[src/rtl/rpef_pkg.sv]
// shared types and constants of the row profile edge finder
package rpef_pkg;

  localparam int PIX_W      = 8;
  localparam int SUM_W      = 20;
  localparam int CFG_W      = 24;
  localparam int CFG_IDX_W  = 3;
  localparam int SIZE_W     = 13;
  localparam int SPAN_W     = 13;
  localparam int CENTER_W   = 17;
  localparam int SCALE_W    = 24;
  localparam int OFFSET_W   = 15;
  localparam int FRAC_W     = 4;
  localparam int STATUS_W   = 3;
  localparam int BROW_W     = 18;
  localparam int DIST_W     = 30;
  localparam int WIN_W      = 13;
  localparam int RES_W      = STATUS_W + BROW_W + DIST_W + 2 * WIN_W;
  localparam int OUT_DATA_W = ((RES_W + 7) / 8) * 8;

  // bit positions of the result fields in tdata
  localparam int BROW_LSB = STATUS_W;
  localparam int DIST_LSB = BROW_LSB + BROW_W;
  localparam int WS_LSB   = DIST_LSB + DIST_W;
  localparam int WE_LSB   = WS_LSB + WIN_W;

  // rounding of the Q.20 product down to Q.8
  localparam int RND_SHIFT = 12;
  localparam int RND_HALF  = 1 << (RND_SHIFT - 1);
  localparam logic [DIST_W-1:0] DIST_MAX = '1;

  // smallest usable image side, window width and row margin
  localparam int MIN_SIZE = 3;
  localparam int ROW_MARGIN = 2;

  // reset values of the configuration registers
  localparam logic [SIZE_W-1:0]          IMAGE_COLS_RST      = 13'd640;
  localparam logic [SIZE_W-1:0]          IMAGE_ROWS_RST      = 13'd480;
  localparam logic signed [SPAN_W-1:0]   SPAN_START_RST      = 13'sd0;
  localparam logic signed [SPAN_W-1:0]   SPAN_END_RST        = 13'sd639;
  localparam logic signed [CENTER_W-1:0] CENTER_Y_RST        = 17'sd0;
  localparam logic [SCALE_W-1:0]         MM_PER_PIXEL_RST    = 24'd65536;
  localparam logic signed [OFFSET_W-1:0] BOUNDARY_OFFSET_RST = 15'sd0;

  typedef enum logic [CFG_IDX_W-1:0] {
    CFG_IMAGE_COLS      = 3'd0,
    CFG_IMAGE_ROWS      = 3'd1,
    CFG_SPAN_START      = 3'd2,
    CFG_SPAN_END        = 3'd3,
    CFG_CENTER_Y        = 3'd4,
    CFG_MM_PER_PIXEL    = 3'd5,
    CFG_BOUNDARY_OFFSET = 3'd6
  } cfg_idx_e;

  typedef enum logic [STATUS_W-1:0] {
    STATUS_OK        = 3'd0,
    STATUS_TOO_SMALL = 3'd1,
    STATUS_BAD_SCALE = 3'd2,
    STATUS_NARROW    = 3'd3,
    STATUS_FEW_ROWS  = 3'd4
  } status_e;

endpackage

[src/rtl/row_profile_edge_finder_top.sv]
// row profile edge finder: row sums, strongest row-to-row step and distance result
// throughput: one pixel item per cycle unless the sink stalls the full result pipeline;
//   a frame's result passes boundary row, status/abs stage, multiplier and rounding
// frames of a single pixel give one result item per cycle as long as the sink keeps up
// reset (rst_ni low, asynchronous): frame counters and sums cleared, pipeline empty,
//   configuration back to 640 x 480, window 0..639, centre 0, scale 1.0, offset 0
module row_profile_edge_finder_top
  import rpef_pkg::*;
#(
  parameter int MAX_COLS = 4096,
  parameter int MAX_ROWS = 4096
) (
  input  logic                  clk_i,
  input  logic                  rst_ni,
  // slave side: pixel items
  input  logic                  s_axis_tvalid,
  output logic                  s_axis_tready,
  input  logic [PIX_W-1:0]      s_axis_tdata,   // [7:0] pixel
  // master side: result items
  output logic                  m_axis_tvalid,
  input  logic                  m_axis_tready,
  output logic [OUT_DATA_W-1:0] m_axis_tdata,   // status, boundary_row, distance_mm,
                                                // window_start, window_end, zero pad
  // configuration write port
  input  logic                  cfg_we_i,
  input  logic [CFG_IDX_W-1:0]  cfg_index_i,
  input  logic [CFG_W-1:0]      cfg_data_i
);

  // counter and compare widths, all following the size limits
  localparam int CW  = $clog2(MAX_COLS);      // column counter
  localparam int CEW = $clog2(MAX_COLS + 1);  // effective column count
  localparam int RW  = $clog2(MAX_ROWS);      // row counter
  localparam int REW = $clog2(MAX_ROWS + 1);  // effective row count
  localparam int CMW = (CEW > SIZE_W) ? CEW : SIZE_W;
  localparam int RMW = (REW > SIZE_W) ? REW : SIZE_W;
  localparam int XW  = ((CEW > SPAN_W) ? CEW : SPAN_W) + 2;  // signed column maths
  localparam int YW  = ((REW > SPAN_W) ? REW : SPAN_W) + 2;  // signed row maths
  localparam int BW  = ((RW + FRAC_W + 1 > OFFSET_W) ? RW + FRAC_W + 1 : OFFSET_W) + 1;
  localparam int DW  = ((BW > CENTER_W) ? BW : CENTER_W) + 1;
  localparam int PW  = DW + SCALE_W;
  localparam int QW  = PW + 1 - RND_SHIFT;

  // ---------------------------------------------------------------------------
  // configuration registers
  // ---------------------------------------------------------------------------
  logic [SIZE_W-1:0]          image_cols_q, image_rows_q;
  logic signed [SPAN_W-1:0]   span_start_q, span_end_q;
  logic signed [CENTER_W-1:0] center_y_q;
  logic [SCALE_W-1:0]         mm_per_pixel_q;
  logic signed [OFFSET_W-1:0] boundary_offset_q;

  always_ff @(posedge clk_i or negedge rst_ni) begin
    if (!rst_ni) begin
      image_cols_q      <= IMAGE_COLS_RST;
      image_rows_q      <= IMAGE_ROWS_RST;
      span_start_q      <= SPAN_START_RST;
      span_end_q        <= SPAN_END_RST;
      center_y_q        <= CENTER_Y_RST;
      mm_per_pixel_q    <= MM_PER_PIXEL_RST;
      boundary_offset_q <= BOUNDARY_OFFSET_RST;
    end else if (cfg_we_i) begin
      case (cfg_idx_e'(cfg_index_i))
        CFG_IMAGE_COLS:      image_cols_q      <= cfg_data_i[SIZE_W-1:0];
        CFG_IMAGE_ROWS:      image_rows_q      <= cfg_data_i[SIZE_W-1:0];
        CFG_SPAN_START:      span_start_q      <= cfg_data_i[SPAN_W-1:0];
        CFG_SPAN_END:        span_end_q        <= cfg_data_i[SPAN_W-1:0];
        CFG_CENTER_Y:        center_y_q        <= cfg_data_i[CENTER_W-1:0];
        CFG_MM_PER_PIXEL:    mm_per_pixel_q    <= cfg_data_i[SCALE_W-1:0];
        CFG_BOUNDARY_OFFSET: boundary_offset_q <= cfg_data_i[OFFSET_W-1:0];
        default: ;  // writes beyond the register list are dropped
      endcase
    end
  end

  // ---------------------------------------------------------------------------
  // values derived from configuration
  // ---------------------------------------------------------------------------
  logic [CMW-1:0]             cols_x;
  logic [RMW-1:0]             rows_x;
  logic [CEW-1:0]             cols_eff;
  logic [REW-1:0]             rows_eff;
  logic signed [XW-1:0]       x0_s, x1_s, end_p1_s, cols_s, col_s;
  logic signed [CENTER_W-1:0] cbias_s, ytr_s;
  logic signed [YW-1:0]       y_s, hi_s, y_hi_s, y_c_s, rows_s;
  logic [RW-1:0]              y0;

  always_comb begin
    // sizes saturated to [1, max] for framing
    cols_x = CMW'(image_cols_q);
    rows_x = RMW'(image_rows_q);
    if (image_cols_q == '0) begin
      cols_eff = CEW'(1);
    end else if (cols_x > CMW'(MAX_COLS)) begin
      cols_eff = CEW'(MAX_COLS);
    end else begin
      cols_eff = CEW'(cols_x);
    end
    if (image_rows_q == '0) begin
      rows_eff = REW'(1);
    end else if (rows_x > RMW'(MAX_ROWS)) begin
      rows_eff = REW'(MAX_ROWS);
    end else begin
      rows_eff = REW'(rows_x);
    end

    // clipped column window [x0, x1)
    x0_s     = span_start_q[SPAN_W-1] ? '0 : XW'(span_start_q);
    end_p1_s = XW'(span_end_q) + XW'(1);
    cols_s   = XW'(cols_eff);
    x1_s     = (end_p1_s > cols_s) ? cols_s : end_p1_s;

    // start row: centre truncated toward zero, then clamped to [1, rows-2]
    cbias_s = center_y_q + (center_y_q[CENTER_W-1] ? CENTER_W'((1 << FRAC_W) - 1) : '0);
    ytr_s   = cbias_s >>> FRAC_W;
    y_s     = YW'(ytr_s);
    rows_s  = YW'(rows_eff);
    hi_s    = rows_s - YW'(ROW_MARGIN);
    y_hi_s  = (y_s > hi_s) ? hi_s : y_s;
    y_c_s   = (y_hi_s < YW'(1)) ? YW'(1) : y_hi_s;
    y0      = RW'(y_c_s);
  end

  // ---------------------------------------------------------------------------
  // per-pixel accumulation and best step tracking
  // ---------------------------------------------------------------------------
  logic [CW-1:0]    col_q;
  logic [RW-1:0]    row_q, best_row_q;
  logic [SUM_W-1:0] row_sum_q, prev_sum_q, best_diff_q;
  logic             have_prev_q, best_found_q;

  logic             in_fire, in_rows, in_win, col_last, row_last, frame_end, take_best;
  logic [SUM_W-1:0] sum_acc, step_diff;
  logic [RW-1:0]    final_row;

  assign in_fire = s_axis_tvalid && s_axis_tready;

  always_comb begin
    col_s     = XW'(col_q);
    in_rows   = (row_q >= y0);
    in_win    = in_rows && (col_s >= x0_s) && (col_s < x1_s);
    sum_acc   = row_sum_q + (in_win ? SUM_W'(s_axis_tdata) : '0);
    col_last  = (CEW'(col_q) + CEW'(1)) >= cols_eff;
    row_last  = (REW'(row_q) + REW'(1)) >= rows_eff;
    frame_end = in_fire && col_last && row_last;
    step_diff = (sum_acc > prev_sum_q) ? sum_acc - prev_sum_q : prev_sum_q - sum_acc;
    // first strictly larger step wins, so ties keep the earlier row
    take_best = col_last && in_rows && have_prev_q &&
                (!best_found_q || (step_diff > best_diff_q));
    if (take_best) begin
      final_row = row_q - RW'(1);
    end else if (best_found_q) begin
      final_row = best_row_q;
    end else begin
      final_row = y0;  // no pair seen: boundary at the start row
    end
  end

  always_ff @(posedge clk_i or negedge rst_ni) begin
    if (!rst_ni) begin
      col_q        <= '0;
      row_q        <= '0;
      row_sum_q    <= '0;
      prev_sum_q   <= '0;
      have_prev_q  <= 1'b0;
      best_found_q <= 1'b0;
      best_diff_q  <= '0;
      best_row_q   <= '0;
    end else if (in_fire) begin
      if (!col_last) begin
        col_q     <= col_q + CW'(1);
        row_sum_q <= sum_acc;
      end else begin
        col_q     <= '0;
        row_sum_q <= '0;
        if (!row_last) begin
          row_q <= row_q + RW'(1);
          if (in_rows) begin
            prev_sum_q  <= sum_acc;
            have_prev_q <= 1'b1;
          end
          if (take_best) begin
            best_diff_q  <= step_diff;
            best_row_q   <= row_q - RW'(1);
            best_found_q <= 1'b1;
          end
        end else begin
          // frame done: all frame state back to zero
          row_q        <= '0;
          prev_sum_q   <= '0;
          have_prev_q  <= 1'b0;
          best_found_q <= 1'b0;
          best_diff_q  <= '0;
          best_row_q   <= '0;
        end
      end
    end
  end

  // ---------------------------------------------------------------------------
  // result pipeline: s1 boundary row, s2 status and |distance|, s3 product, output
  // the user keeps configuration quiet while a result is in flight, unenforced here; later stages read it live
  // ---------------------------------------------------------------------------
  logic out_free, s3_free, s2_free, s1_free;
  logic s1_v_q, s2_v_q, s3_v_q, out_v_q;

  assign out_free      = !out_v_q || m_axis_tready;
  assign s3_free       = !s3_v_q || out_free;
  assign s2_free       = !s2_v_q || s3_free;
  assign s1_free       = !s1_v_q || s2_free;
  assign s_axis_tready = s1_free;

  always_ff @(posedge clk_i or negedge rst_ni) begin
    if (!rst_ni) begin
      s1_v_q  <= 1'b0;
      s2_v_q  <= 1'b0;
      s3_v_q  <= 1'b0;
      out_v_q <= 1'b0;
    end else begin
      if (s1_free)  s1_v_q  <= frame_end;
      if (s2_free)  s2_v_q  <= s1_v_q;
      if (s3_free)  s3_v_q  <= s2_v_q;
      if (out_free) out_v_q <= s3_v_q;
    end
  end

  // stage 1: boundary row of the frame
  logic [RW-1:0] s1_row_q;

  always_ff @(posedge clk_i) begin
    if (frame_end) begin
      s1_row_q <= final_row;
    end
  end

  // stage 2: status, boundary in Q.4 and absolute distance to the centre
  status_e              s2_status_d, s2_status_q;
  logic signed [BW-1:0] b_s;
  logic signed [DW-1:0] diff_s;
  logic [DW-1:0]        s2_ad_d, s2_ad_q;
  logic [BROW_W-1:0]    s2_brow_d, s2_brow_q;
  logic [WIN_W-1:0]     s2_ws_d, s2_ws_q, s2_we_d, s2_we_q;

  always_comb begin
    if ((rows_eff < REW'(MIN_SIZE)) || (cols_eff < CEW'(MIN_SIZE))) begin
      s2_status_d = STATUS_TOO_SMALL;
    end else if (mm_per_pixel_q == '0) begin
      s2_status_d = STATUS_BAD_SCALE;
    end else if ((x1_s - x0_s) < XW'(MIN_SIZE)) begin
      s2_status_d = STATUS_NARROW;
    end else if (y_c_s >= hi_s) begin
      s2_status_d = STATUS_FEW_ROWS;
    end else begin
      s2_status_d = STATUS_OK;
    end

    b_s    = BW'($signed({1'b0, s1_row_q, FRAC_W'(0)})) + BW'(boundary_offset_q);
    diff_s = DW'(b_s) - DW'(center_y_q);

    if (s2_status_d == STATUS_OK) begin
      s2_ad_d   = diff_s[DW-1] ? DW'(-diff_s) : DW'(diff_s);
      s2_brow_d = BROW_W'(b_s);
      s2_ws_d   = WIN_W'(x0_s);
      s2_we_d   = WIN_W'(x1_s);
    end else begin
      s2_ad_d   = '0;
      s2_brow_d = '0;
      s2_ws_d   = '0;
      s2_we_d   = '0;
    end
  end

  always_ff @(posedge clk_i) begin
    if (s1_v_q && s2_free) begin
      s2_status_q <= s2_status_d;
      s2_ad_q     <= s2_ad_d;
      s2_brow_q   <= s2_brow_d;
      s2_ws_q     <= s2_ws_d;
      s2_we_q     <= s2_we_d;
    end
  end

  // stage 3: distance times scale, Q.4 x Q8.16 gives Q.20
  status_e           s3_status_q;
  logic [PW-1:0]     s3_prod_d, s3_prod_q;
  logic [BROW_W-1:0] s3_brow_q;
  logic [WIN_W-1:0]  s3_ws_q, s3_we_q;

  assign s3_prod_d = PW'(s2_ad_q) * PW'(mm_per_pixel_q);

  always_ff @(posedge clk_i) begin
    if (s2_v_q && s3_free) begin
      s3_status_q <= s2_status_q;
      s3_prod_q   <= s3_prod_d;
      s3_brow_q   <= s2_brow_q;
      s3_ws_q     <= s2_ws_q;
      s3_we_q     <= s2_we_q;
    end
  end

  // output stage: round half up to Q.8 and saturate
  status_e           out_status_q;
  logic [PW:0]       rnd;
  logic [QW-1:0]     qv;
  logic [DIST_W-1:0] out_dist_d, out_dist_q;
  logic [BROW_W-1:0] out_brow_q;
  logic [WIN_W-1:0]  out_ws_q, out_we_q;

  always_comb begin
    rnd = (PW + 1)'(s3_prod_q) + (PW + 1)'(RND_HALF);
    qv  = QW'(rnd >> RND_SHIFT);
    out_dist_d = (qv > QW'(DIST_MAX)) ? DIST_MAX : DIST_W'(qv);
  end

  always_ff @(posedge clk_i) begin
    if (s3_v_q && out_free) begin
      out_status_q <= s3_status_q;
      out_dist_q   <= out_dist_d;
      out_brow_q   <= s3_brow_q;
      out_ws_q     <= s3_ws_q;
      out_we_q     <= s3_we_q;
    end
  end

  assign m_axis_tvalid = out_v_q;
  assign m_axis_tdata  = {(OUT_DATA_W - RES_W)'(0), out_we_q, out_ws_q, out_dist_q,
                          out_brow_q, out_status_q};

endmodule

[config.mk]
export PLATFORM = sky130hd
export DESIGN_NAME = row_profile_edge_finder_top
export DESIGN_NICKNAME = d
export VERILOG_FILES = /design/src/rtl/rpef_pkg.sv /design/src/rtl/row_profile_edge_finder_top.sv
export SDC_FILE = /design/constraint.sdc
export NUM_CORES = 2
export LEC_CHECK = 0
export BUFFER_PORTS_ARGS = -buffer_cell sky130_fd_sc_hd__clkbuf_2
export CELL_PAD_IN_SITES_DETAIL_PLACEMENT = 1
export CELL_PAD_IN_SITES_GLOBAL_PLACEMENT = 1
export CORE_MARGIN = 2
export CORE_UTILIZATION = 50
export DETAILED_ROUTE_END_ITERATION = 16
export PLACE_DENSITY = 0.82
export SETUP_SLACK_MARGIN = 0.4
export SYNTH_ARGS = -nofsm -noshare
export SYNTH_HDL_FRONTEND = slang
export SYNTH_SLANG_ARGS = --single-unit
[constraint.sdc]
create_clock -name clk_i -period 19.1 [get_ports clk_i]
set_clock_uncertainty 0.15 [all_clocks]
set_input_delay 4.775 -clock clk_i [delete_from_list [all_inputs] [get_ports clk_i]]
set_output_delay 4.775 -clock clk_i [all_outputs]
set_load 0.1 [all_outputs]
==> run_results.csv <==
group,metric,value,unit
sta,rsz0062_at_grt,"false",
critical_path,crit_path_max_fanout,29,
sta,slew_headroom,0.211,
detailed_routing,wire_per_inst,22.8,um
placed_design,gp_congestion,0.941,
finish,mostFrequentLayoutCell,"nand2_1",
synthesis,yosys_register_bits,441,
global_routing,antenna_found_initial,7,
critical_path,critPathRequiredTime,19310,ps
sta,fin_setup_tns,0,ps
clocking,clockBufferDepth,3,
synthesis,synthDistinctLibCells,94,
finish,drive_above_1_share,0.109,
detailed_routing,route.detailed.drc,0,
critical_path,reg2reg_from,"center_y_q[16]$_DFFE_PN0P_",
sta,fin_crit_sh,0.847,
synthesis,synth_area,0.0406,mm^2
sta,worst_slack,2920,ps
die,initial_core_util,0.505,
global_routing,grt_overflow,0,
sta,finalHoldViolCount,0,
finish,syn_to_final_growth,8.38,%
placed_design,dpl.hpwl,91400,um
finish,fin_nets,4954,
clocking,h-tree-depth,2,
clocking,cts_buffers,52,
detailed_routing,postRouteAntennaNets,0,
detailed_routing,drt_iter0_drc,1776,
sta,setup_viol,0,
clocking,clkTransAtPathRegs,60,ps
placed_design,dp_cells,5202,
placed_design,dp_worst_setup_slack,3170,ps
die,die_h,289,um
global_routing,grt_pass1_vias,34364,
sta,report.final.slew_viol_count,0,
detailed_routing,avgViaCountPerCell,5.89,
sta,max_freq,61.8,MHz
global_routing,grt_util_all_layers,0.294,
critical_path,worst_ep_arrival_time,16400,ps
finish,fin_cells,5299,
clocking,cts-root-buf,"clkbuf_16",
synthesis,yosys_warnings,0,
die,die_w,289,um
critical_path,crit_path_frequent_cell,"ha_1",
synthesis,syn_inst,4159,
synthesis,synth_enable_flop_cells,231,
sta,tightest_slew,1180,ps
critical_path,startpoint_type,"flip-flop",
clocking,cts_resized,0,
finish,final_cell_area,0.0440,mm^2
worst_hold_path,hold_depth,0,
detailed_routing,drt_wl_total,121000,um
synthesis,syn-mean-instance-area,9.77,um^2
critical_path,r2r-end,"s1_row_q[9]$_DFFE_PP_",
critical_path,worst_path_max_delay_cell,"a211oi_1",
die,io_pins,122,
detailed_routing,dr.pass1.iters,5,
critical_path,cp-end-kind,"flip-flop",
detailed_routing,vias,31210,
clocking,post_cts_buffers,0,
clocking,hold_buffers,0,
critical_path,cp_num_buf_inv,7,
critical_path,path_delay_family,"compound AO/OA/AOI/OAI gates",
die,design.die.area,0.0835,mm^2
critical_path,ff2ff_path_depth,63,
placed_design,placed_area,0.0422,mm^2
die,core_region_area,0.0804,mm^2
synthesis,synthArstFlopShare,0.476,
global_routing,grt_first_pass_wirelength,192000,um
placed_design,portBuffers,117,
job,cap_viol_max_count,0,
clocking,clkLatencyLatePin,620,ps
die,rows,104,
critical_path,rrSetupSlack,2920,ps
critical_path,criticalPathCategory,"flip-flop to flip-flop",
worst_hold_path,hold_path.startpoint,"s2_brow_q[12]$_SDFFCE_PP0P_",
worst_hold_path,hold_class,"flip-flop to flip-flop",
finish,final_cell_mix,"582 x nand2_1, 565 x inv_1, 378 x fa_1",
global_routing,grt_max_degree,77,
clocking,cts_tree,"built",
sta,finalCriticalPeriod,16180,ps
finish,diodes,0,
synthesis,synth_flop_cell,"edfxtp_1",
synthesis,yosysSeqAreaShare,0.301,
outcome,outcome,"finished, final reports clean",
clocking,cts_num_sinks,441,
worst_hold_path,min_to,"s3_brow_q[12]$_DFFE_PP_",
critical_path,cpPeakStageDelay,930,ps
==> state kept, by name, indices dropped and copies added, names as in the netlist, 13 cells and up <==
signal             count
best_diff_q           20
boundary_offset_q     15
center_y_q            17
cols_x                13
image_rows_q          13
mm_per_pixel_q        24
out_brow_q            18
out_dist_q            30
out_we_q              13
prev_sum_q            20
row_sum_q             20
s2_ad_q               19
s2_brow_q             18
s2_we_q               13
s3_brow_q             18
s3_prod_q             32
s3_we_q               13
span_end_q            13
span_start_q          13
==> final cells by class <==
type,count,area [um^2]
clock buffers,60,1440
clock inverters,37,407
fillers,8993,36400
inverters,571,2140
multi-input cells,2964,25500
flip-flops and latches,441,12200
well taps,1060,1330
repair buffers,166,963
==> Yosys cell counts (all sizes together) (17+ instances only) <==
library cell	n	area share
inv	571	0.053
ha	340	0.10
xor2	86	0.019
buf	31	0.0051
nand2b	34	0.0052
nor3b	23	0.0063
and3	36	0.0055
xnor2	92	0.020
mux2i	29	0.0071
nor2	139	0.013
o211ai	17	0.0031
a22o	31	0.0067
nand2	582	0.054
nor2b	39	0.0060
or2	23	0.0035
o21ai	167	0.021
and2	147	0.023
dfrtp	195	0.12
nand3	94	0.012
nor3	80	0.011
fa	378	0.19
nor4	25	0.0044
mux2	106	0.029
edfxtp	231	0.17
a21o	63	0.012
a211oi	31	0.0065
o21a	26	0.0048
nand4	41	0.0063
o21bai	20	0.0037
o31ai	18	0.0033
a21oi	128	0.016
clkbuf	155	0.014
==> metrics by stage <==
step / hold slack [ps] / util
floorplan: 250 / -
finish: 265 / 0.547
global placement: 251 / 0.524
detailed placement: 256 / 0.524
CTS: 268 / 0.547
global route: 275 / 0.547
==> how the worst max path moves through the flow <==
| stage | slack, ps | end | cells past startpoint | startpoint |
|---|---|---|---|---|
| 2_1_floorplan | 5130 | s1_row_q[1]$_DFFE_PP_ | 67 | center_y_q[16]$_DFFE_PN0P_ |
| 3_3_place_gp | 3770 | s1_row_q[1]$_DFFE_PP_ | 65 | center_y_q[16]$_DFFE_PN0P_ |
| 3_5_place_dp | 3170 | s1_row_q[7]$_DFFE_PP_ | 64 | center_y_q[16]$_DFFE_PN0P_ |
| 4_1_cts | 3010 | s1_row_q[9]$_DFFE_PP_ | 63 | center_y_q[16]$_DFFE_PN0P_ |
| 5_1_grt | 1400 | s1_row_q[9]$_DFFE_PP_ | 64 | center_y_q[16]$_DFFE_PN0P_ |
| 6_report | 2920 | s1_row_q[9]$_DFFE_PP_ | 63 | center_y_q[16]$_DFFE_PN0P_ |
==> logic make-up after synthesis <==
group	synth area share
AOI/OAI and AO/OA	0.102
xor gates and xnor gates	0.0384
adders and majority gates	0.291
buffers and inverters	0.0722
DFF	0.301
muxes	0.0366
other	0.0000923
and+or+nand+nor	0.159
==> routing by layer <==
metal / track usage / vias up / wire length (um)
met5: 0 / - / 35
met4: 0.0999 / 6 / 4240
met3: 0.0398 / 263 / 6510
met2: 0.509 / 867 / 59600
met1: 0.380 / 16125 / 50500
li1: - / 13949 / -
Power is not shown: default switching activity piles up to over one toggle a cycle in this logic, so the estimate is an artifact.
